[config.mk]
export PLATFORM = sky130hd
export DESIGN_NAME = nbev_mul
export DESIGN_NICKNAME = d
export VERILOG_FILES = /design/src/rtl/assert_macros.svh /design/src/rtl/nbev_pkg.sv /design/src/rtl/nbev_mul.sv
export SDC_FILE = /design/constraint.sdc
export NUM_CORES = 2
export LEC_CHECK = 0
export ABC_AREA = 1
export BUFFER_PORTS_ARGS = -buffer_cell sky130_fd_sc_hd__buf_4
export CAP_MARGIN = 0
export CORE_MARGIN = 8
export CORE_UTILIZATION = 25
export CTS_BUF_LIST = sky130_fd_sc_hd__clkbuf_2 sky130_fd_sc_hd__clkbuf_4 sky130_fd_sc_hd__clkbuf_8
export DETAILED_ROUTE_END_ITERATION = 6
export GPL_TIMING_DRIVEN = 0
export PLACE_DENSITY = 0.43
export SLEW_MARGIN = 20
export SYNTH_ARGS = -nofsm -noshare
export SYNTH_HDL_FRONTEND = slang
export SYNTH_SLANG_ARGS = --single-unit
[constraint.sdc]
create_clock -name clk -period 7.52 [get_ports clk]
set_clock_uncertainty 0.1 [all_clocks]
set_input_delay 0.752 -clock clk [delete_from_list [all_inputs] [get_ports clk]]
set_output_delay 0.752 -clock clk [all_outputs]
set_load 0.05 [all_outputs]
[src/rtl/assert_macros.svh]
// Assertion macros shared by the noise burst voice RTL.
`ifndef ASSERT_MACROS_SVH
`define ASSERT_MACROS_SVH

`ifndef NO_ASSERTIONS
// Check a property on every clock edge outside reset.
`define NBEV_ASSERT(lbl, prop, msg) \
  lbl: assert property (@(posedge clk) disable iff (!rst_n) (prop)) else $error(msg);
// Check that a condition in one cycle implies a condition in the next.
`define NBEV_ASSERT_NEXT(lbl, ante, cons, msg) \
  lbl: assert property (@(posedge clk) disable iff (!rst_n) (ante) |=> (cons)) else $error(msg);
`else
`define NBEV_ASSERT(lbl, prop, msg)
`define NBEV_ASSERT_NEXT(lbl, ante, cons, msg)
`endif

`endif

[src/rtl/nbev_pkg.sv]
// Shared types, constants and helpers for the noise burst voice.
package nbev_pkg;

  localparam int SAMPLE_BITS  = 24;
  localparam int RELEASE_BITS = 16;
  localparam int CMD_BITS     = 2;
  localparam int LEVEL_BITS   = 7;
  localparam int Q24_BITS     = 24;
  localparam int GAIN_BITS    = 16;
  localparam int CFG_IDX_BITS = 2;

  // shared multiplier operand and product widths
  localparam int MUL_W  = 26;
  localparam int PROD_W = 2 * MUL_W;

  // shared divider: dividend holds the release step numerator, envelope plus half length
  localparam int DIV_W     = Q24_BITS + 1;
  localparam int DVSR_W    = RELEASE_BITS;
  localparam int DIV_CNT_W = $clog2(DIV_W);

  localparam int VOICE_SHIFT = 48 - SAMPLE_BITS;

  localparam logic [CMD_BITS-1:0] CMD_TICK = 2'd0;
  localparam logic [CMD_BITS-1:0] CMD_TRIG = 2'd1;
  localparam logic [CMD_BITS-1:0] CMD_REL  = 2'd2;

  localparam logic [CFG_IDX_BITS-1:0] REG_LEVEL = 2'd0;
  localparam logic [CFG_IDX_BITS-1:0] REG_DECAY = 2'd1;
  localparam logic [CFG_IDX_BITS-1:0] REG_LPF   = 2'd2;

  localparam logic [31:0]           NOISE_SEED  = 32'h2545F491;
  localparam logic [Q24_BITS-1:0]   ENV_FULL    = 24'hFFFFFF;
  localparam logic [Q24_BITS-1:0]   ENV_FLOOR   = 24'd16777;
  localparam logic [LEVEL_BITS-1:0] LEVEL_RESET = 7'd100;
  localparam logic [Q24_BITS-1:0]   DECAY_RESET = 24'd16773000;

  // gain = (percent * 393216 + 500) / 1000 = percent * 393 + (54 * percent + 125) / 250;
  // the last division is a reciprocal product, exact for every 7-bit percent
  localparam int GAIN_NUM_W     = 13;
  localparam int GAIN_PROD_W    = 27;
  localparam int GAIN_RCP_SHIFT = 21;
  localparam logic [GAIN_BITS-1:0]   GAIN_INT      = 16'd393;
  localparam logic [GAIN_NUM_W-1:0]  GAIN_FRAC_MUL = 13'd54;
  localparam logic [GAIN_NUM_W-1:0]  GAIN_FRAC_ADD = 13'd125;
  localparam logic [GAIN_PROD_W-1:0] GAIN_RCP      = 27'd8389;

  typedef enum logic [3:0] {
    S_IDLE,
    S_DIV,
    S_FILT_A,
    S_FILT_B,
    S_FILT_C,
    S_GAIN,
    S_GAIN_W,
    S_VOICE,
    S_VOICE_W,
    S_DECAY,
    S_DECAY_W,
    S_DONE
  } nbev_state_t;

  typedef struct packed {
    logic busy;
    logic done;
  } div_stat_t;

  function automatic logic [31:0] xorshift32(input logic [31:0] w);
    logic [31:0] x;
    x = w ^ (w << 13);
    x = x ^ (x >> 17);
    x = x ^ (x << 5);
    return x;
  endfunction

endpackage

[src/rtl/nbev_mul.sv]
// Shared signed multiplier with a registered product.
module nbev_mul (
  input  logic                               clk,
  input  logic signed [nbev_pkg::MUL_W-1:0]  a,
  input  logic signed [nbev_pkg::MUL_W-1:0]  b,
  output logic signed [nbev_pkg::PROD_W-1:0] prod_r
);
  import nbev_pkg::*;

  always_ff @(posedge clk) begin
    prod_r <= a * b;
  end

endmodule

==> impl_metrics.ini <==
[layout]
layout_commonest_cell = inv_1
largestRegisters = prod_r (52)
area_delta_synth_final_pct = 9.353
layout_common_cells = 1136 x inv_1, 958 x nand2_1, 705 x fa_1
fillCellCount = 12080
largest_reg_flops = 52
drive_gt1_share_pct = 6.826
largest_register = prod_r
seqCellArea_mm2 = 0.001041
final_net_count = 4468
multi_input_area_mm2 = 0.02149
finalNonFillerCells = 4975
final_core_util_pct = 27.55

[sta]
max_slew_margin_pct = 40.70
tightest_slew_ns = 0.8895
drv_slew = 0
fmax_mhz = 136.7
fin_ws_ns = 0.2042
finalHoldViolations = 0
finalCritPeriodShare_pct = 97.28
post-route-min-period_ns = 7.316
setup_tns_ns = 0
setup_violations = 0

[yosys]
yosysTopAreaCell = fa_1
avgSynthCellArea_um2 = 7.835
synth_top_area_share_pct = 51.90
ys_ff_latch = 52
yosys_warnings = 0
ys_seq_area_share_pct = 3.801
syn_nets = 4404
postSynthCellCount = 3495
yosys.area_share.simple_pct = 16.75
synth_fa_ha_area_share_pct = 58.57
synth_compound_area_share_pct = 1.914
synth_xor_area_share_pct = 1.151
syn-cell-area_mm2 = 0.02739
synthMuxAreaShare_pct = 0
synth.area.top_cells = fa_1 52%, inv_1 16%, nand2_1 13%
synth_cell_types = 34
synth_top_family_by_area = adder cells

[job]
drv_cap = 0

[global_routing]
grt_max_degree = 19
gr-total-overflow = 0
grt_pass1_wl_mm = 153.5
first_global_vias = 23440
antenna_found_initial = 2
grt_use_total_pct = 17.12

[drt]
drc = 0
routedWlPerCell_um = 20.47
drt_iter0_markers = 1463
vias = 21290
wl_mm = 101.9
drtAntennaViolNets = 0
drtPass1Iterations = 5
routed_via_density = 4.279

[cts]
htree_num_levels = 2
cts-buffers-inserted = 5
cts_tree = built
clockBufferDepth = 2
clk_pin_slew_ns = 0.10
clock-sinks = 52
cts-root-buf = clkbuf_8
hold_buffers = 0

[run_status]
status = finished, final reports clean

[worst_hold_path]
hold_class = input pin to flip-flop
worstHoldEndpoint = prod_r[0]$_DFF_P_
hold_path.startpoint = b[0]
worstHoldPathCells = 3

[floorplanning]
die_h_um = 347.0
num_io_pins = 105
start_util_pct = 25.19
dieArea_mm2 = 0.1204
core_mm2 = 0.1087
row_count = 121
die_x_um = 347.0

[critical_path]
arrival_ns = 7.44
crit_fanout = 10
crit_path_start_kind = input pin
startpoint = a[10]
crit_path_end_kind = flip-flop
crit_type = input pin to flip-flop
required_ns = 7.64

[placed_design]
placed_cells = 4962
dp_hpwl_mm = 88.84
gp_congestion = 0.8931
post-place-ws_ns = -1.118
io_buffers = 53
==> through the flow <==
step | cell area, um2 | hold WS [ns]
global route | 29940 | 0.8621
finish | 29950 | 0.8239
global placement | 29550 | 1.105
CTS | 29790 | 0.8500
floorplan | 27390 | 0.9535
detailed placement | 29550 | 1.104
==> cells by family after synthesis <==
| kind of cell | Yosys count |
|---|---|
| buffers and inverters | 1299 |
| flip-flops | 52 |
| AND/OR/NAND/NOR | 1156 |
| adder cells (fa/ha/maj) | 856 |
| AO/OA/AOI/OAI | 96 |
| XOR/XNOR | 36 |
==> per-layer routing <==
layer	share of wire [%]	GRT usage (%)
met5	0	0
met4	1.9	2.693
met3	4.4	1.117
met2	50	30.90
met1	43	22.87
==> timing repair <==
| item | 4_1_cts | 5_1_grt |
|---|---|---|
| setup buffers | 3 | 2 |
| setup endpoints to repair | 35 | 28 |
| resized for setup | 83 | 183 |
| pin swaps | 0 | 1 |
==> worst max-delay path, stage by stage <==
cell,delay [ns]
clkbuf_2,0.36
clkbuf_2,0.42
nand2_1,0.14
fa_1,0.52
fa_1,0.55
inv_1,0.05
fa_1,0.49
inv_1,0.05
fa_1,0.53
inv_1,0.06
fa_1,0.39
fa_1,0.51
inv_1,0.05
fa_1,0.65
inv_1,0.08
ha_1,0.41
a21oi_1,0.30
nand2_1,0.17
a21oi_1,0.21
nor2_1,0.09
o21bai_1,0.31
nand3_1,0.13
nand2_1,0.08
nand2_1,0.08
==> area by class of cell <==
| type | instances | area share [%] |
|---|---|---|
| Timing Repair Buffer | 58 | 1.454 |
| Sequential cell | 52 | 3.476 |
| Antenna cell | 1 | 0.008356 |
| Inverter | 1144 | 14.39 |
| Buffer | 154 | 2.670 |
| Tap cell | 1414 | 5.908 |
| Clock buffer | 5 | 0.2298 |
| Multi-Input combinational cell | 2144 | 71.77 |
| Clock inverter | 3 | 0.09192 |
==> how the worst max path moves through the flow <==
stage,end,slack (ns),depth (start not counted)
after detailed placement,prod_r[51]$_DFF_P_,-1.12,26
final,prod_r[47]$_DFF_P_,0.20,24
after global placement,prod_r[51]$_DFF_P_,-1.18,26
after floorplan,prod_r[47]$_DFF_P_,0.52,24
after CTS,prod_r[44]$_DFF_P_,0.00002,22
after global routing,prod_r[51]$_DFF_P_,-0.01,25
==> synthesized netlist by cell type (all sizes together) <==
library cell and number:
o21ai 24, nor4 2, nor3b 1, clkbuf 155
a21oi 59, o21bai 12, nand3 55, xnor2 8
nor2 91, xor2 28, nor3 10, and2 4
a21o 1, or2 5, nand4 19, ha 146
nand2b 2, clkinv 2, and3 1, inv 1142
dfxtp 52, fa 710, nand2 966
Power is left out: the tool's default activity adds up to more than one toggle a clock period on the data nets, which glitch-free logic cannot reach.
