### src/rtl/assert_macros.svh
// Assertion macros shared by the noise burst voice RTL.
`ifndef ASSERT_MACROS_SVH
`define ASSERT_MACROS_SVH

`ifndef NO_ASSERTIONS
// Check a property on every clock edge outside reset.
`define NBEV_ASSERT(lbl, prop, msg) \
  lbl: assert property (@(posedge clk) disable iff (!rst_n) (prop)) else $error(msg);
// Check that a condition in one cycle implies a condition in the next.
`define NBEV_ASSERT_NEXT(lbl, ante, cons, msg) \
  lbl: assert property (@(posedge clk) disable iff (!rst_n) (ante) |=> (cons)) else $error(msg);
`else
`define NBEV_ASSERT(lbl, prop, msg)
`define NBEV_ASSERT_NEXT(lbl, ante, cons, msg)
`endif

`endif

### src/rtl/nbev_pkg.sv
// Shared types, constants and helpers for the noise burst voice.
package nbev_pkg;

  localparam int SAMPLE_BITS  = 24;
  localparam int RELEASE_BITS = 16;
  localparam int CMD_BITS     = 2;
  localparam int LEVEL_BITS   = 7;
  localparam int Q24_BITS     = 24;
  localparam int GAIN_BITS    = 16;
  localparam int CFG_IDX_BITS = 2;

  // shared multiplier operand and product widths
  localparam int MUL_W  = 26;
  localparam int PROD_W = 2 * MUL_W;

  // shared divider: dividend holds the release step numerator, envelope plus half length
  localparam int DIV_W     = Q24_BITS + 1;
  localparam int DVSR_W    = RELEASE_BITS;
  localparam int DIV_CNT_W = $clog2(DIV_W);

  localparam int VOICE_SHIFT = 48 - SAMPLE_BITS;

  localparam logic [CMD_BITS-1:0] CMD_TICK = 2'd0;
  localparam logic [CMD_BITS-1:0] CMD_TRIG = 2'd1;
  localparam logic [CMD_BITS-1:0] CMD_REL  = 2'd2;

  localparam logic [CFG_IDX_BITS-1:0] REG_LEVEL = 2'd0;
  localparam logic [CFG_IDX_BITS-1:0] REG_DECAY = 2'd1;
  localparam logic [CFG_IDX_BITS-1:0] REG_LPF   = 2'd2;

  localparam logic [31:0]           NOISE_SEED  = 32'h2545F491;
  localparam logic [Q24_BITS-1:0]   ENV_FULL    = 24'hFFFFFF;
  localparam logic [Q24_BITS-1:0]   ENV_FLOOR   = 24'd16777;
  localparam logic [LEVEL_BITS-1:0] LEVEL_RESET = 7'd100;
  localparam logic [Q24_BITS-1:0]   DECAY_RESET = 24'd16773000;

  // gain = (percent * 393216 + 500) / 1000 = percent * 393 + (54 * percent + 125) / 250;
  // the last division is a reciprocal product, exact for every 7-bit percent
  localparam int GAIN_NUM_W     = 13;
  localparam int GAIN_PROD_W    = 27;
  localparam int GAIN_RCP_SHIFT = 21;
  localparam logic [GAIN_BITS-1:0]   GAIN_INT      = 16'd393;
  localparam logic [GAIN_NUM_W-1:0]  GAIN_FRAC_MUL = 13'd54;
  localparam logic [GAIN_NUM_W-1:0]  GAIN_FRAC_ADD = 13'd125;
  localparam logic [GAIN_PROD_W-1:0] GAIN_RCP      = 27'd8389;

  typedef enum logic [3:0] {
    S_IDLE,
    S_DIV,
    S_FILT_A,
    S_FILT_B,
    S_FILT_C,
    S_GAIN,
    S_GAIN_W,
    S_VOICE,
    S_VOICE_W,
    S_DECAY,
    S_DECAY_W,
    S_DONE
  } nbev_state_t;

  typedef struct packed {
    logic busy;
    logic done;
  } div_stat_t;

  function automatic logic [31:0] xorshift32(input logic [31:0] w);
    logic [31:0] x;
    x = w ^ (w << 13);
    x = x ^ (x >> 17);
    x = x ^ (x << 5);
    return x;
  endfunction

endpackage

### src/rtl/nbev_div.sv
// Iterative restoring divider, one quotient bit per cycle.
module nbev_div (
  input  logic                              clk,
  input  logic                              rst_n,
  input  logic                              start,
  input  logic [nbev_pkg::DIV_W-1:0]        dividend,
  input  logic [nbev_pkg::DVSR_W-1:0]       divisor,
  output nbev_pkg::div_stat_t               stat,
  output logic [nbev_pkg::DIV_W-1:0]        quotient
);
  import nbev_pkg::*;

  `include "assert_macros.svh"

  localparam logic [DIV_CNT_W-1:0] DIV_LAST = DIV_CNT_W'(DIV_W - 1);

  logic                 busy_r;
  logic                 done_r;
  logic [DIV_CNT_W-1:0] cnt_r;
  logic [DIV_W-1:0]     quo_r;
  logic [DVSR_W-1:0]    rem_r;
  logic [DVSR_W-1:0]    dvsr_r;

  logic [DVSR_W:0]      rem_sh;
  logic [DVSR_W:0]      diff;
  logic                 take;
  logic [DVSR_W-1:0]    rem_nxt;

  // shift in the next dividend bit, subtract when it fits
  always_comb begin
    rem_sh  = {rem_r, quo_r[DIV_W-1]};
    diff    = rem_sh - {1'b0, dvsr_r};
    take    = ~diff[DVSR_W];
    rem_nxt = take ? diff[DVSR_W-1:0] : rem_sh[DVSR_W-1:0];
  end

  always_ff @(posedge clk) begin
    if (!rst_n) begin
      busy_r <= 1'b0;
      done_r <= 1'b0;
      cnt_r  <= '0;
    end else begin
      done_r <= 1'b0;
      if (start) begin
        busy_r <= 1'b1;
        cnt_r  <= '0;
      end else if (busy_r) begin
        cnt_r <= cnt_r + 1'b1;
        if (cnt_r == DIV_LAST) begin
          busy_r <= 1'b0;
          done_r <= 1'b1;
        end
      end
    end
  end

  always_ff @(posedge clk) begin
    if (start) begin
      quo_r  <= dividend;
      rem_r  <= '0;
      dvsr_r <= divisor;
    end else if (busy_r) begin
      quo_r <= {quo_r[DIV_W-2:0], take};
      rem_r <= rem_nxt;
    end
  end

  assign stat.busy = busy_r;
  assign stat.done = done_r;
  assign quotient  = quo_r;

  `NBEV_ASSERT(a_div_excl, !(stat.done && stat.busy), "divider done while still busy")
  `NBEV_ASSERT_NEXT(a_div_start, start, stat.busy, "divider not busy after start")
  `NBEV_ASSERT(a_div_done, stat.done |-> $past(stat.busy), "divider done without a run")

endmodule

### config.mk
export PLATFORM = sky130hd
export DESIGN_NAME = nbev_div
export DESIGN_NICKNAME = d
export VERILOG_FILES = /design/src/rtl/nbev_pkg.sv /design/src/rtl/nbev_div.sv
export VERILOG_INCLUDE_DIRS = /design/src /design/src/rtl
export SDC_FILE = /design/constraint.sdc
export NUM_CORES = 1
export LEC_CHECK = 0
export ABC_AREA = 1
export BUFFER_PORTS_ARGS = -buffer_cell sky130_fd_sc_hd__buf_4
export CAP_MARGIN = 30
export CORE_MARGIN = 8
export CORE_UTILIZATION = 56
export DETAILED_ROUTE_END_ITERATION = 10
export PLACE_DENSITY = 0.8
export SETUP_SLACK_MARGIN = 0.02
export SLEW_MARGIN = 20
export SYNTH_ARGS = -nofsm -noshare
export SYNTH_HDL_FRONTEND = slang
export SYNTH_SLANG_ARGS = --single-unit
### constraint.sdc
create_clock -name clk -period 2.75 [get_ports clk]
set_clock_uncertainty 0.05 [all_clocks]
set_input_delay 0.55 -clock clk [delete_from_list [all_inputs] [get_ports clk]]
set_output_delay 0.55 -clock clk [all_outputs]
set_load 0.02 [all_outputs]
==> results of run 1 <==
-- registers in the layout, summed over array words and instances, names as in the netlist --
name	flops
rem_r	16
busy_r	1
cnt_r	5
dvsr_r	16
quotient	25
done_r	1
-- where the power goes --
| part | total (mW) | internal, mW | switching (mW) |
|---|---|---|---|
| Clock | 0.891 | 0.511 | 0.379 |
| Sequential | 1.13 | 1.10 | 0.0315 |
| Combinational | 0.364 | 0.151 | 0.212 |
| Total | 2.38 | 1.76 | 0.623 |
-- placed cells by master (no fill, tap or decap), types with 3 or more instances in the layout --
| master | Yosys | layout |
|---|---|---|
| sky130_fd_sc_hd__nand2_1 | 225 | 225 |
| sky130_fd_sc_hd__inv_1 | 90 | 90 |
| sky130_fd_sc_hd__buf_4 | 2 | 73 |
| sky130_fd_sc_hd__edfxtp_1 | 41 | 41 |
| sky130_fd_sc_hd__nand3_1 | 30 | 30 |
| sky130_fd_sc_hd__dfxtp_1 | 23 | 23 |
| sky130_fd_sc_hd__ha_1 | 18 | 18 |
| sky130_fd_sc_hd__nor2_1 | 16 | 16 |
| sky130_fd_sc_hd__a21oi_1 | 10 | 10 |
| sky130_fd_sc_hd__clkbuf_8 | 0 | 9 |
| sky130_fd_sc_hd__nor3_1 | 5 | 5 |
| sky130_fd_sc_hd__nand4_1 | 5 | 5 |
| sky130_fd_sc_hd__nand2_2 | 4 | 4 |
| sky130_fd_sc_hd__o21ai_0 | 4 | 4 |
| sky130_fd_sc_hd__xnor2_1 | 4 | 4 |
| sky130_fd_sc_hd__xor2_1 | 3 | 3 |
-- worst max-delay path, cell delays in order, from the launching register on --
cell                       delay [ns]
sky130_fd_sc_hd__edfxtp_1        0.35
sky130_fd_sc_hd__inv_1           0.06
sky130_fd_sc_hd__ha_1            0.22
sky130_fd_sc_hd__fa_1            0.40
sky130_fd_sc_hd__inv_1           0.07
sky130_fd_sc_hd__nand2_1         0.04
sky130_fd_sc_hd__nand2_1         0.10
sky130_fd_sc_hd__nand3_1         0.08
sky130_fd_sc_hd__nand2_1         0.11
sky130_fd_sc_hd__nand2_2         0.07
sky130_fd_sc_hd__nand2_1         0.08
sky130_fd_sc_hd__nand2_1         0.13
sky130_fd_sc_hd__nand2_2         0.25
sky130_fd_sc_hd__nand2_1         0.10
sky130_fd_sc_hd__nand3_1         0.10
sky130_fd_sc_hd__nand2_1         0.05
-- final timing paths --
check                    start          to  slack, ns  cells past startpoint
setup reg to reg  quotient[24]    rem_r[2]       0.37                     15
hold reg to reg       rem_r[3]    rem_r[3]       0.42                      2
setup / recovery  quotient[24]    rem_r[2]       0.37                     15
hold / removal     divisor[11]  dvsr_r[11]       0.32                      1
-- metal layers --
layer / part of all wire / up-vias / global-route usage
li1: - / 1709 / -
met1: 0.44 / 1469 / 0.2225
met2: 0.49 / 80 / 0.2948
met3: 0.047 / 17 / 0.04410
met4: 0.021 / 0 / 0.07576
met5: 0 / - / 0
-- logic make-up after synthesis --
| logic type | after synthesis | share of synthesized area |
|---|---|---|
| AOI/OAI and AO/OA | 19 | 0.02909 |
| and+or+nand+nor | 293 | 0.3209 |
| buffers and inverters | 102 | 0.1099 |
| DFF | 64 | 0.4572 |
| xor gates and xnor gates | 7 | 0.01657 |
| adders and majority gates | 19 | 0.06628 |
-- area by class of cell --
class,instances,area share
sequential,64,0.3751
multi-input combinational,338,0.3552
timing repair buffer,74,0.1240
inverter,91,0.07575
clock buffer,9,0.02747
tap,77,0.02137
clock inverter,7,0.02109
-- stage by stage --
step	utilization	instances	total power, mW	worst slack, ns	cell area (um2)
5_1_grt	0.7061	660	2.482	0.1244	4509
2_1_floorplan	-	504	1.351	0.4403	3700
3_3_place_gp	0.6701	643	1.502	0.4436	4279
3_5_place_dp	0.6718	644	1.511	0.4011	4290
4_1_cts	0.7061	660	2.402	0.3728	4509
6_report	0.7061	660	2.381	0.3689	4509
==> flow_results.org, run 1 <==
** Power
- For this design the static power due to leakage is 2.446 nW.
- VDD sags by at most 0.3703 mV.
- In this run the power density over the cells is 528.1 nW/um2.

** Floorplanning
- Die Area :: 9463 um2
- Initial Util :: 0.5793
- Core Box Area :: 6386 um2
- Die Span Y :: 97.28 um
- Measured along the x axis, the die boundary spans 97.28 um.
- Number of top-level design ports :: 71
- Rows :: 29

** Clock network
- In this run, post-CTS hold repair placed 0 buffers.
- The clock passes through at most 2 buffers.
- Counting the buffers created by CTS gives 9.
- The number of setup buffers added after CTS is 0.
- # H-tree levels :: 3
- Clk root buf :: sky130_fd_sc_hd__clkbuf_8
- Worst-skew pair later-pin latency :: 0.35 ns
- CTS tree :: done
- Total number of clock tree sinks :: 64
- The number of gates resized after CTS was 0.
- Clock input transition at the sequential cells of the worst setup and hold paths :: 0.08 ns

** Finish
- Sequential Area :: 1692 um2
- The final layout contains 641 nets.
- Relative to the synthesized area, the layout overhead comes to 21.88%.
- In the final layout, the share of cells above drive strength 1 is 0.1681.
- Inserted Diodes :: 0
- Filler Cell Count :: approximately 520
- In the final layout, the multi-input gates occupy 1602 um2.

** Routing
- Number of vias per cell after detailed routing :: 4.962
- DR pass1 iterations :: 5
- Via total after detailed routing :: 3275
- Detailed-route wire length per cell :: 12.91 um
- Once detail routing completed, the nets flagged for antenna violations numbered 0.
- Count of routing violations after the opening detailed-route iteration :: 187
- DRC violation count after routing :: 0
- Post-detailed-routing wire length :: 8519 um

** STA
- The worst path needs 2.381 ns of the cycle, external delays included.
- Maximum clock rate :: between 400 and 500 MHz
- Total negative setup slack :: 0 ns
- Setup violations remaining at the end of the flow were counted as 0.
- Hold Vio Cnt, Final :: 0
- Final Cycle Share :: 0.8659
- Setup repair after global routing left no endpoint under its margin.
- The worst pin sits at a relative slew slack of 0.6278.
- Pins Over Slew Limit :: 0
- Worst hold slack after final layout :: 0.3205 ns
- Slew at the pin closest to its max-slew limit :: 0.5562 ns

** Logic synthesis
- Most instantiated library cell after synthesis :: sky130_fd_sc_hd__nand2_1
- Of all cell types, the one taking the most synthesized area is sky130_fd_sc_hd__edfxtp_1.
- Dividing the synthesized area by the synthesized cell count gives 7.341 um2.
- Number of warnings issued by yosys :: 0
- Number of synthesized flops with an enable pin :: 41
- Ranked by instance count, the synthesized netlist is headed by sky130_fd_sc_hd__nand2_1 (225), sky130_fd_sc_hd__inv_1 (90), sky130_fd_sc_hd__edfxtp_1 (41).
- Count of cell types in the netlist :: 33
- Post-Synthesis Cells :: ~500
- Commonest register cell after synthesis :: sky130_fd_sc_hd__edfxtp_1
- Share of the synthesized area in the top cell type :: 0.3328
- Combined area of all synthesized cells :: between 3000 and 4000 um2
- Share of async-settable or async-resettable flops after synthesis :: 0
- Ranked by total cell area, the synthesized netlist is headed by sky130_fd_sc_hd__edfxtp_1 (33%), sky130_fd_sc_hd__nand2_1 (23%), sky130_fd_sc_hd__dfxtp_1 (12%).
- When the netlist entered floorplanning its net count stood at 567.
- Part of the Yosys area used for sequential elements :: 0.4572
- In this run, synthesis produced a sequential element count of 64.

** Critical path
- Element type at the critical path start :: flip-flop
- Arrival @ worst endpoint :: 2.58 ns
- Crit Path Max Fanout :: 13
- Data on the critical path is required at its endpoint by approximately 3 ns.
- The worst setup path is captured at a flip-flop.
- Crit Path Class :: flip-flop to flip-flop

** Global route
- Largest net degree at the start of global routing :: 46
- Global Route Usage Sum :: 0.1809
- The first global-routing pass estimated around 14000 um of wire.
- The initial antenna violation count came to 0.
- Grt total ovfl :: 0
- Number of global-route vias before repair :: roughly 3100

** Placement
- The wire-length estimate of the detail-placed layout is 6415 um.
- At the end of routability-driven placement, the weighted congestion stood at slightly below 0.9.
- Total of buffers placed on input and output ports :: 70

** Outcome
- The run finished with clean final reports.

** Hold path
- The path class of the tightest hold or removal check is input pin to flip-flop.

** Job
- Max-cap violations in this run came to 0.
(Power assumes the default switching activity.)
==> run 2, diff against run 1 <==
- ABC_AREA: 1 -> not set
- CORE_UTILIZATION: 56 -> 55
- PLACE_DENSITY: 0.8 -> 0.79
==> flow_results.org, run 2 <==
** Routing
- Amount of wire on met2 after detailed routing :: 4080 um
- DRC violation count after routing :: 0
- Post-detailed-routing wire length :: 8204 um
- Count of routing violations after the opening detailed-route iteration :: 223
- Via total after detailed routing :: 2720
- After detailed routing, the wire length on met1 is 3282 um.
- Number of vias per cell after detailed routing :: 5.812
- DR pass1 iterations :: 4
- Detailed-route wire length per cell :: 17.53 um
- Count of nets left with antenna violations after detail routing :: 0
- Wire segments on met3 add up to 649 um in the final route.
- Signal routing reaches up to met4.

** Floorplanning
- In this run the horizontal extent of the chip is 94.58 um.
- Rows :: 28
- Number of top-level design ports :: 71
- Die Area :: about 8900 um2
- Die Span Y :: around 95 um
- For this configuration, the core starts out at a cell density of 0.5702.
- Core Box Area :: 5956 um2

** Logic synthesis
- Number of synthesized flops with an enable pin :: just over 40
- Number of warnings issued by yosys :: 0
- The number of different library cells used by synthesis comes to 43.
- After synthesis, the mean cell area works out to 10.99 um2.
- In this run the cell area of the synthesized design comes to 3396 um2.
- In the synthesized netlist, the cells that appear most often are sky130_fd_sc_hd__edfxtp_1 (41), sky130_fd_sc_hd__inv_1 (26), sky130_fd_sc_hd__mux2_2 (24), sky130_fd_sc_hd__nor2_1 (24), sky130_fd_sc_hd__dfxtp_1 (23).
- Leading post-synthesis cells by cell area :: sky130_fd_sc_hd__edfxtp_1 (36%), sky130_fd_sc_hd__dfxtp_1 (14%), sky130_fd_sc_hd__mux2_2 (8.0%)
- The share of synthesized area in the top cell type comes to 0.3626.
- Net count of the mapped netlist :: between 300 and 400
- Most instantiated library cell after synthesis :: sky130_fd_sc_hd__edfxtp_1
- Post-Synthesis Cells :: 309
- Synthesis inferred 64 register bits.
- Share of async-settable or async-resettable flops after synthesis :: 0
- The synthesized design spends more area on one cell type than any other, namely sky130_fd_sc_hd__edfxtp_1.
- Among all flip-flop cells after synthesis, the most frequent one is sky130_fd_sc_hd__edfxtp_1.
- For this run, the register share of the synthesized area comes to 0.4982.

** STA
- Once routing completed, OpenROAD measured the worst setup slack at 0.08447 ns.
- Final-report setup violation count :: 0
- Maximum clock rate :: 375.2 MHz
- Hold Vio Cnt, Final :: 0
- Setup repair after global routing could not meet its margin everywhere.
- The worst path in the final design needs a cycle of between 2 and 3 ns, including I/O delays and setup.
- Pins Over Slew Limit :: 0
- Worst-case headroom to the max-slew limit :: 0.6776
- Slew at the pin closest to its max-slew limit :: 0.4818 ns
- Of the available clock period, the critical path in the final layout requires 0.9693.

** Critical path
- The worst setup path is captured at a flip-flop.
- In this run the critical register-to-register path is captured at rem_r[8].
- Arrival @ worst endpoint :: 2.87 ns
- Crit Path Max Fanout :: 11
- R2r worst-path depth :: 11
- The critical path in this run is classified as flip-flop to flip-flop.
- Worst EP required :: 2.95 ns
- Flop2flop setup slack :: ~0.084 ns
- In this run the worst setup path begins at rem_r[4].
- STA classifies the critical path startpoint as a flip-flop.
- Worst r2r src :: rem_r[4]

** Job
- Across the run, the number of max-cap violations was 0.

** Global route
- Number of global-route vias before repair :: 2732
- Global Route Usage Sum :: 0.1858
- The initial antenna violation count is 0.
- After global routing the overflow that remains totals 0.
- Entering global routing, the biggest net connects 26 pins.
- Wire length of the first global-routing pass :: 12850 um

** Placement
- Timing analysis after detailed placement gives a worst setup slack of -0.02294 ns.
- Detailed placement ended at an HPWL of 5966 um.
- Summing all placed instances gives a cell area of 4001 um2.
- Total of buffers placed on input and output ports :: 70
- At the end of routability-driven placement, the weighted congestion stood at 0.8994.

** Hold path
- Endpoint of the worst hold path :: dvsr_r[13]
- Path type of the worst min-delay path :: input pin to flip-flop
- Beginning of the worst hold path :: divisor[13]
- Instance count along the most critical hold path :: 1

** Clock network
- Clock latency on the worst-skew pair, taken at its later pin, is 0.34 ns.
- Counting along the longest clock path gives a buffer depth of 2.
- # H-tree levels :: 3
- Buffers inserted during clock tree synthesis total 9.
- Clock input transition at the sequential cells of the worst setup and hold paths :: 0.08 ns
- CTS tree :: done
- Post-CTS Hold Buffers :: 0
- Clk root buf :: sky130_fd_sc_hd__clkbuf_8
- Total number of clock tree sinks :: 64

** Outcome
- Outcome :: finished, final reports clean

** Finish
- Measured on the finished design, the core utilization comes to 0.7309.
- The number of antenna diodes in the final layout is 0.
- The register with the most flip-flops in the layout has 25 of them.
- Relative to the synthesized area, the layout overhead comes to 28.19%.
- In the final layout, flip-flops and latches occupy 1692 um2.
- The finished cells cover between 4000 and 5000 um2.
- After filler insertion, the fill cell instance count of the layout stands at 400.
- The library cell used most frequently in the layout, excluding fill and tap cells, is sky130_fd_sc_hd__buf_4.
- The multi-input combinational cells in the finished layout cover a total of 1603 um2.
- The library cells used most frequently in the layout, excluding fill and tap cells, are sky130_fd_sc_hd__buf_4 (77), sky130_fd_sc_hd__edfxtp_1 (41), sky130_fd_sc_hd__inv_1 (25).
- Share of layout cells above drive strength 1 :: 0.3410
- Total Nets Final :: 451

** Power
- Lkg Pwr :: 1.798 nW
- Maximum resistive drop on vdd :: 0.4132 mV
- Power spread over the standard cell area amounts to approximately 580 nW/um2.
- Total power for the finished layout comes to 2.524 mW.
==> run 2: cell types whose count changed in the layout (fill, tap and decap cells not counted), sizes merged, moves of 5 or more <==
cell / before / now
o211ai: 1 / 7
xor2: 3 / 8
mux2i: 0 / 9
nand2: 229 / 16
a21oi: 11 / 18
nor2: 18 / 24
mux2: 0 / 24
nand3: 30 / 3
buf: 74 / 80
o21ai: 4 / 15
nand2b: 0 / 8
inv: 92 / 27
a211oi: 1 / 9
==> run 2: worst max path at each step <==
stage          endpoint  slack (ns)  depth (start not counted)
3_3_place_gp   rem_r[1]        0.14                         11
4_1_cts        rem_r[6]        0.04                         11
5_1_grt        rem_r[8]      -0.002                         11
6_report       rem_r[8]        0.08                         11
2_1_floorplan  rem_r[1]        0.04                         11
3_5_place_dp   rem_r[6]       -0.02                         11
==> run 2: critical path: stages (launching register included) <==
cell and delay, ns:
sky130_fd_sc_hd__dfxtp_1 0.43, sky130_fd_sc_hd__ha_4 0.25, sky130_fd_sc_hd__a21o_1 0.19, sky130_fd_sc_hd__or3_1 0.33
sky130_fd_sc_hd__o21a_2 0.26, sky130_fd_sc_hd__o21ai_4 0.17, sky130_fd_sc_hd__a221oi_4 0.08, sky130_fd_sc_hd__buf_6 0.15
sky130_fd_sc_hd__buf_4 0.13, sky130_fd_sc_hd__clkbuf_16 0.15, sky130_fd_sc_hd__and3_1 0.17, sky130_fd_sc_hd__nor4_2 0.22
==> run 2: cell type report <==
cell class                 instances  area share
clock buffer                      10     0.02932
clock inverter                     6     0.01581
inverter                          26     0.02242
multi-input combinational        205      0.3682
sequential                        64      0.3886
tap                               75     0.02156
timing repair buffer              82      0.1541
==> run 2: power by group <==
group          total [mW]  internal (mW)  switching [mW]  leakage (nW)
Sequential           1.16           1.11          0.0491         0.597
Clock               0.809          0.423           0.386        0.0968
Combinational       0.555          0.263           0.292          1.10
Total                2.52           1.80           0.727          1.80
==> run 2: stage by stage <==
stage	setup TNS (ns)	hold WS [ns]	std cells
after floorplan	0	0.4161	309
after global placement	0	0.4450	445
after detailed placement	-0.07108	0.4572	445
after CTS	0	0.3159	462
after global routing	-0.002187	0.3080	468
final	0	0.3282	468
==> run 2: repair_timing <==
action	in CTS	in global routing
setup buffers	1	4
gates cloned	0	2
endpoints found under the setup margin	10	15
pin swaps	1	4
resized for setup	0	13
==> run 2: per-layer routing <==
metal | up-vias | track usage
met4 | 0 | 0.07152
met3 | 18 | 0.09048
met5 | - | 0
met1 | 1312 | 0.1988
met2 | 106 | 0.3100
li1 | 1284 | -
==> run 2: kinds of logic (layout without fill, tap and decap cells) <==
family | Yosys count | count (layout) | share of synthesized area
adders and majority gates | 19 | 19 | 0.07222
and+or+nand+nor | 69 | 69 | 0.09543
xor gates and xnor gates | 16 | 16 | 0.04127
buffers and inverters | 40 | 124 | 0.04974
AOI/OAI and AO/OA | 68 | 68 | 0.1371
muxes | 33 | 33 | 0.1061
DFF | 64 | 64 | 0.4982
==> run 3, diff against run 2 <==
- MAX_ROUTING_LAYER: not set -> met4
==> flow_results.org, run 3 (synthesis gave the netlist of run 2 again) <==
** Finish
- After the flow finishes, the layout carries non-filler instances totaling 472.
- Total Nets Final :: 455
- In the final layout, the multi-input gates occupy 1613 um2.
- Leading cell type in the layout, fill and taps excluded :: sky130_fd_sc_hd__buf_4
- The number of antenna diodes in the final layout is 0.
- Leaving out fill and tap cells, the most frequent cells in the layout are sky130_fd_sc_hd__buf_4 (80), sky130_fd_sc_hd__edfxtp_1 (41), sky130_fd_sc_hd__inv_1 (25).
- Relative to the synthesized area, the layout overhead comes to 29.55%.
- Of the cells placed in the final design, the portion with a size suffix greater than 1 is 0.3476.
- After routing the design area is 4399 um2.
- The filler cells instantiated in the layout total around 420.
- Across the whole layout, storage elements account for 1692 um2.
- The register with the most flip-flops in the layout has 25 of them.

** Power
- VDD sags by at most between 0.4 and 0.5 mV.
- Lkg Pwr :: between 1.5 and 2 nW
- Overall power of the completed layout :: 2.509 mW
- Power spread over the standard cell area amounts to 570.2 nW/um2.

** Hold path
- Beginning of the worst hold path :: divisor[13]
- The worst hold path belongs to the class input pin to flip-flop.

** Critical path
- CP Cell Sequence :: ha_2 -> fa_2 -> nand2b_4 -> a21oi_4 -> o21a_4 -> o21ai_4 -> a221oi_4 -> buf_6 -> buf_16 -> buf_4 -> o211ai_1 -> o211ai_1
- On the critical path the largest part of the delay comes from compound AO/OA/AOI/OAI gates.
- CP dominant cell by count :: sky130_fd_sc_hd__o211ai_1
- Counting both buffers and inverters, the worst setup path holds a total of 3.
- In this run the worst path has a maximum fanout of 7.
- The worst register-to-register path begins at dvsr_r[0].
- STA puts the critical path data required time at 2.96 ns.
- The worst setup path is launched from a flip-flop.
- On the critical path, the stage with the largest delay is an instance of sky130_fd_sc_hd__a221oi_4.
- Sort of element at the end of the critical path :: flip-flop
- At the worst endpoint, the arrival time is a little under 3 ns.
- On the worst path, the slowest cell contributes a delay of 0.42 ns.
- Worst setup path start :: dvsr_r[0]
- Crit Path Class :: flip-flop to flip-flop

** Global route
- Global Route Usage Sum :: 0.1884
- Largest net degree at the start of global routing :: 26
- Number of global-route vias before repair :: 2697
- Wire length of the first global-routing pass :: between 10000 and 15000 um
- Number of antenna violations at the first check in global routing :: 0
- Grt total ovfl :: 0

** Floorplanning
- Number of top-level design ports :: 71
- Die Wd :: 94.58 um
- Measured along the y axis, the die boundary spans 94.58 um.
- Initial Util :: 0.5702
- Rows :: 28
- The die covers between 8000 and 9000 um2.
- Core Box Area :: 5956 um2

** Routing
- The routed layout has 2696 vias.
- DR pass1 iterations :: 5
- Count of nets left with antenna violations after detail routing :: 0
- Detailed-route wire length per cell :: 17.34 um
- In the routed design, unresolved DRC markers number 0.
- The routed design has 8184 um of wire.
- Number of vias per cell after detailed routing :: 5.712
- After the first detailed-routing iteration, the DRC count stood at 209.

** Placement
- After detailed placement, the total cell area comes to 4001 um2.
- Timing analysis after detailed placement gives a worst setup slack of 0.005246 ns.
- GPL Wtd Cong :: 0.9145
- Once placement completed, the tool counted placed cells totaling 445.
- Buffers placed on the I/O ports in this run total 70.
- Detailed-placement wirelength estimate :: between 5000 and 6000 um

** STA
- Worst-case headroom to the max-slew limit :: 0.6459
- In the finished design, the share of the clock period the worst path needs comes to 0.9905.
- Final-report setup violation count :: 0
- Hold Vio Cnt, Final :: 0
- Setup slack after layout :: 0.02625 ns
- Slew at the pin closest to its max-slew limit :: ~0.53 ns
- Fin crit period :: 2.724 ns
- Unrepaired setup endpoints after global routing :: true
- Maximum clock rate :: 367.1 MHz
- The max-slew violation count was 0.

** Job
- The tool flagged a number of max-cap violations equal to 0.

** Clock network
- Clk root buf :: sky130_fd_sc_hd__clkbuf_8
- Worst-skew pair later-pin latency :: roughly 0.34 ns
- The clock passes through at most 2 buffers.
- Total number of clock tree sinks :: 64
- Cts bufs inserted :: 9
- After clock tree synthesis, the clock-pin slew on the worst setup and hold paths is 0.07 ns.
- TritonCTS built the clock tree.
- # H-tree levels :: 3

** Outcome
- Outcome :: finished, final reports clean
==> run 3: layout make-up <==
| class | count | area share |
|---|---|---|
| Clock inverter | 6 | 0.01365 |
| Multi-Input combinational cell | 205 | 0.3666 |
| Timing Repair Buffer | 86 | 0.1627 |
| Inverter | 26 | 0.02218 |
| Sequential cell | 64 | 0.3845 |
| Clock buffer | 10 | 0.02901 |
| Tap cell | 75 | 0.02133 |
==> run 3: repair_timing <==
| item | CTS | global route |
|---|---|---|
| resized for setup | 0 | 16 |
| buffers inserted | 1 | 8 |
| hold buffers | 0 | 0 |
| cloned | 1 | 1 |
| endpoints found under the setup margin | 6 | 16 |
| pin swaps | 1 | 14 |
==> run 3: through the flow <==
stage               hold WS [ns]  setup TNS [ns]  utilization
detailed placement        0.4525               0       0.6718
CTS                       0.3180               0       0.7101
global placement          0.4451               0       0.6718
global route              0.3137         -0.4770       0.7387
floorplan                 0.4161               0            -
finish                    0.3282               0       0.7387
==> run 3: layer usage <==
layer | GRT usage | share of wire
met3 | 0.06587 | 0.061
met1 | 0.2227 | 0.43
met2 | 0.2990 | 0.49
met4 | 0.04941 | 0.014
met5 | - | 0
==> run 3: worst reg2reg max path, stage by stage, from the launching register on <==
cell                       delay (ns)
sky130_fd_sc_hd__edfxtp_1        0.38
sky130_fd_sc_hd__ha_2            0.22
sky130_fd_sc_hd__fa_2            0.40
sky130_fd_sc_hd__nand2b_4        0.16
sky130_fd_sc_hd__a21oi_4         0.18
sky130_fd_sc_hd__o21a_4          0.17
sky130_fd_sc_hd__o21ai_4         0.08
sky130_fd_sc_hd__a221oi_4        0.42
sky130_fd_sc_hd__buf_6           0.18
sky130_fd_sc_hd__buf_16          0.11
sky130_fd_sc_hd__buf_4           0.11
sky130_fd_sc_hd__o211ai_1        0.08
sky130_fd_sc_hd__o211ai_1        0.11
==> run 3: power breakdown <==
part	leakage (nW)	internal, mW	switching (mW)
logic	1.13	0.274	0.299
clock network	0.0937	0.414	0.364
registers	0.597	1.11	0.0471
==> run 3: final timing paths <==
path / depth (start not counted) / slack, ns / end
max: 12 / 0.03 / rem_r[15]
min: 1 / 0.33 / dvsr_r[13]
max reg2reg: 12 / 0.03 / rem_r[15]
min reg2reg: 2 / 0.46 / rem_r[2]
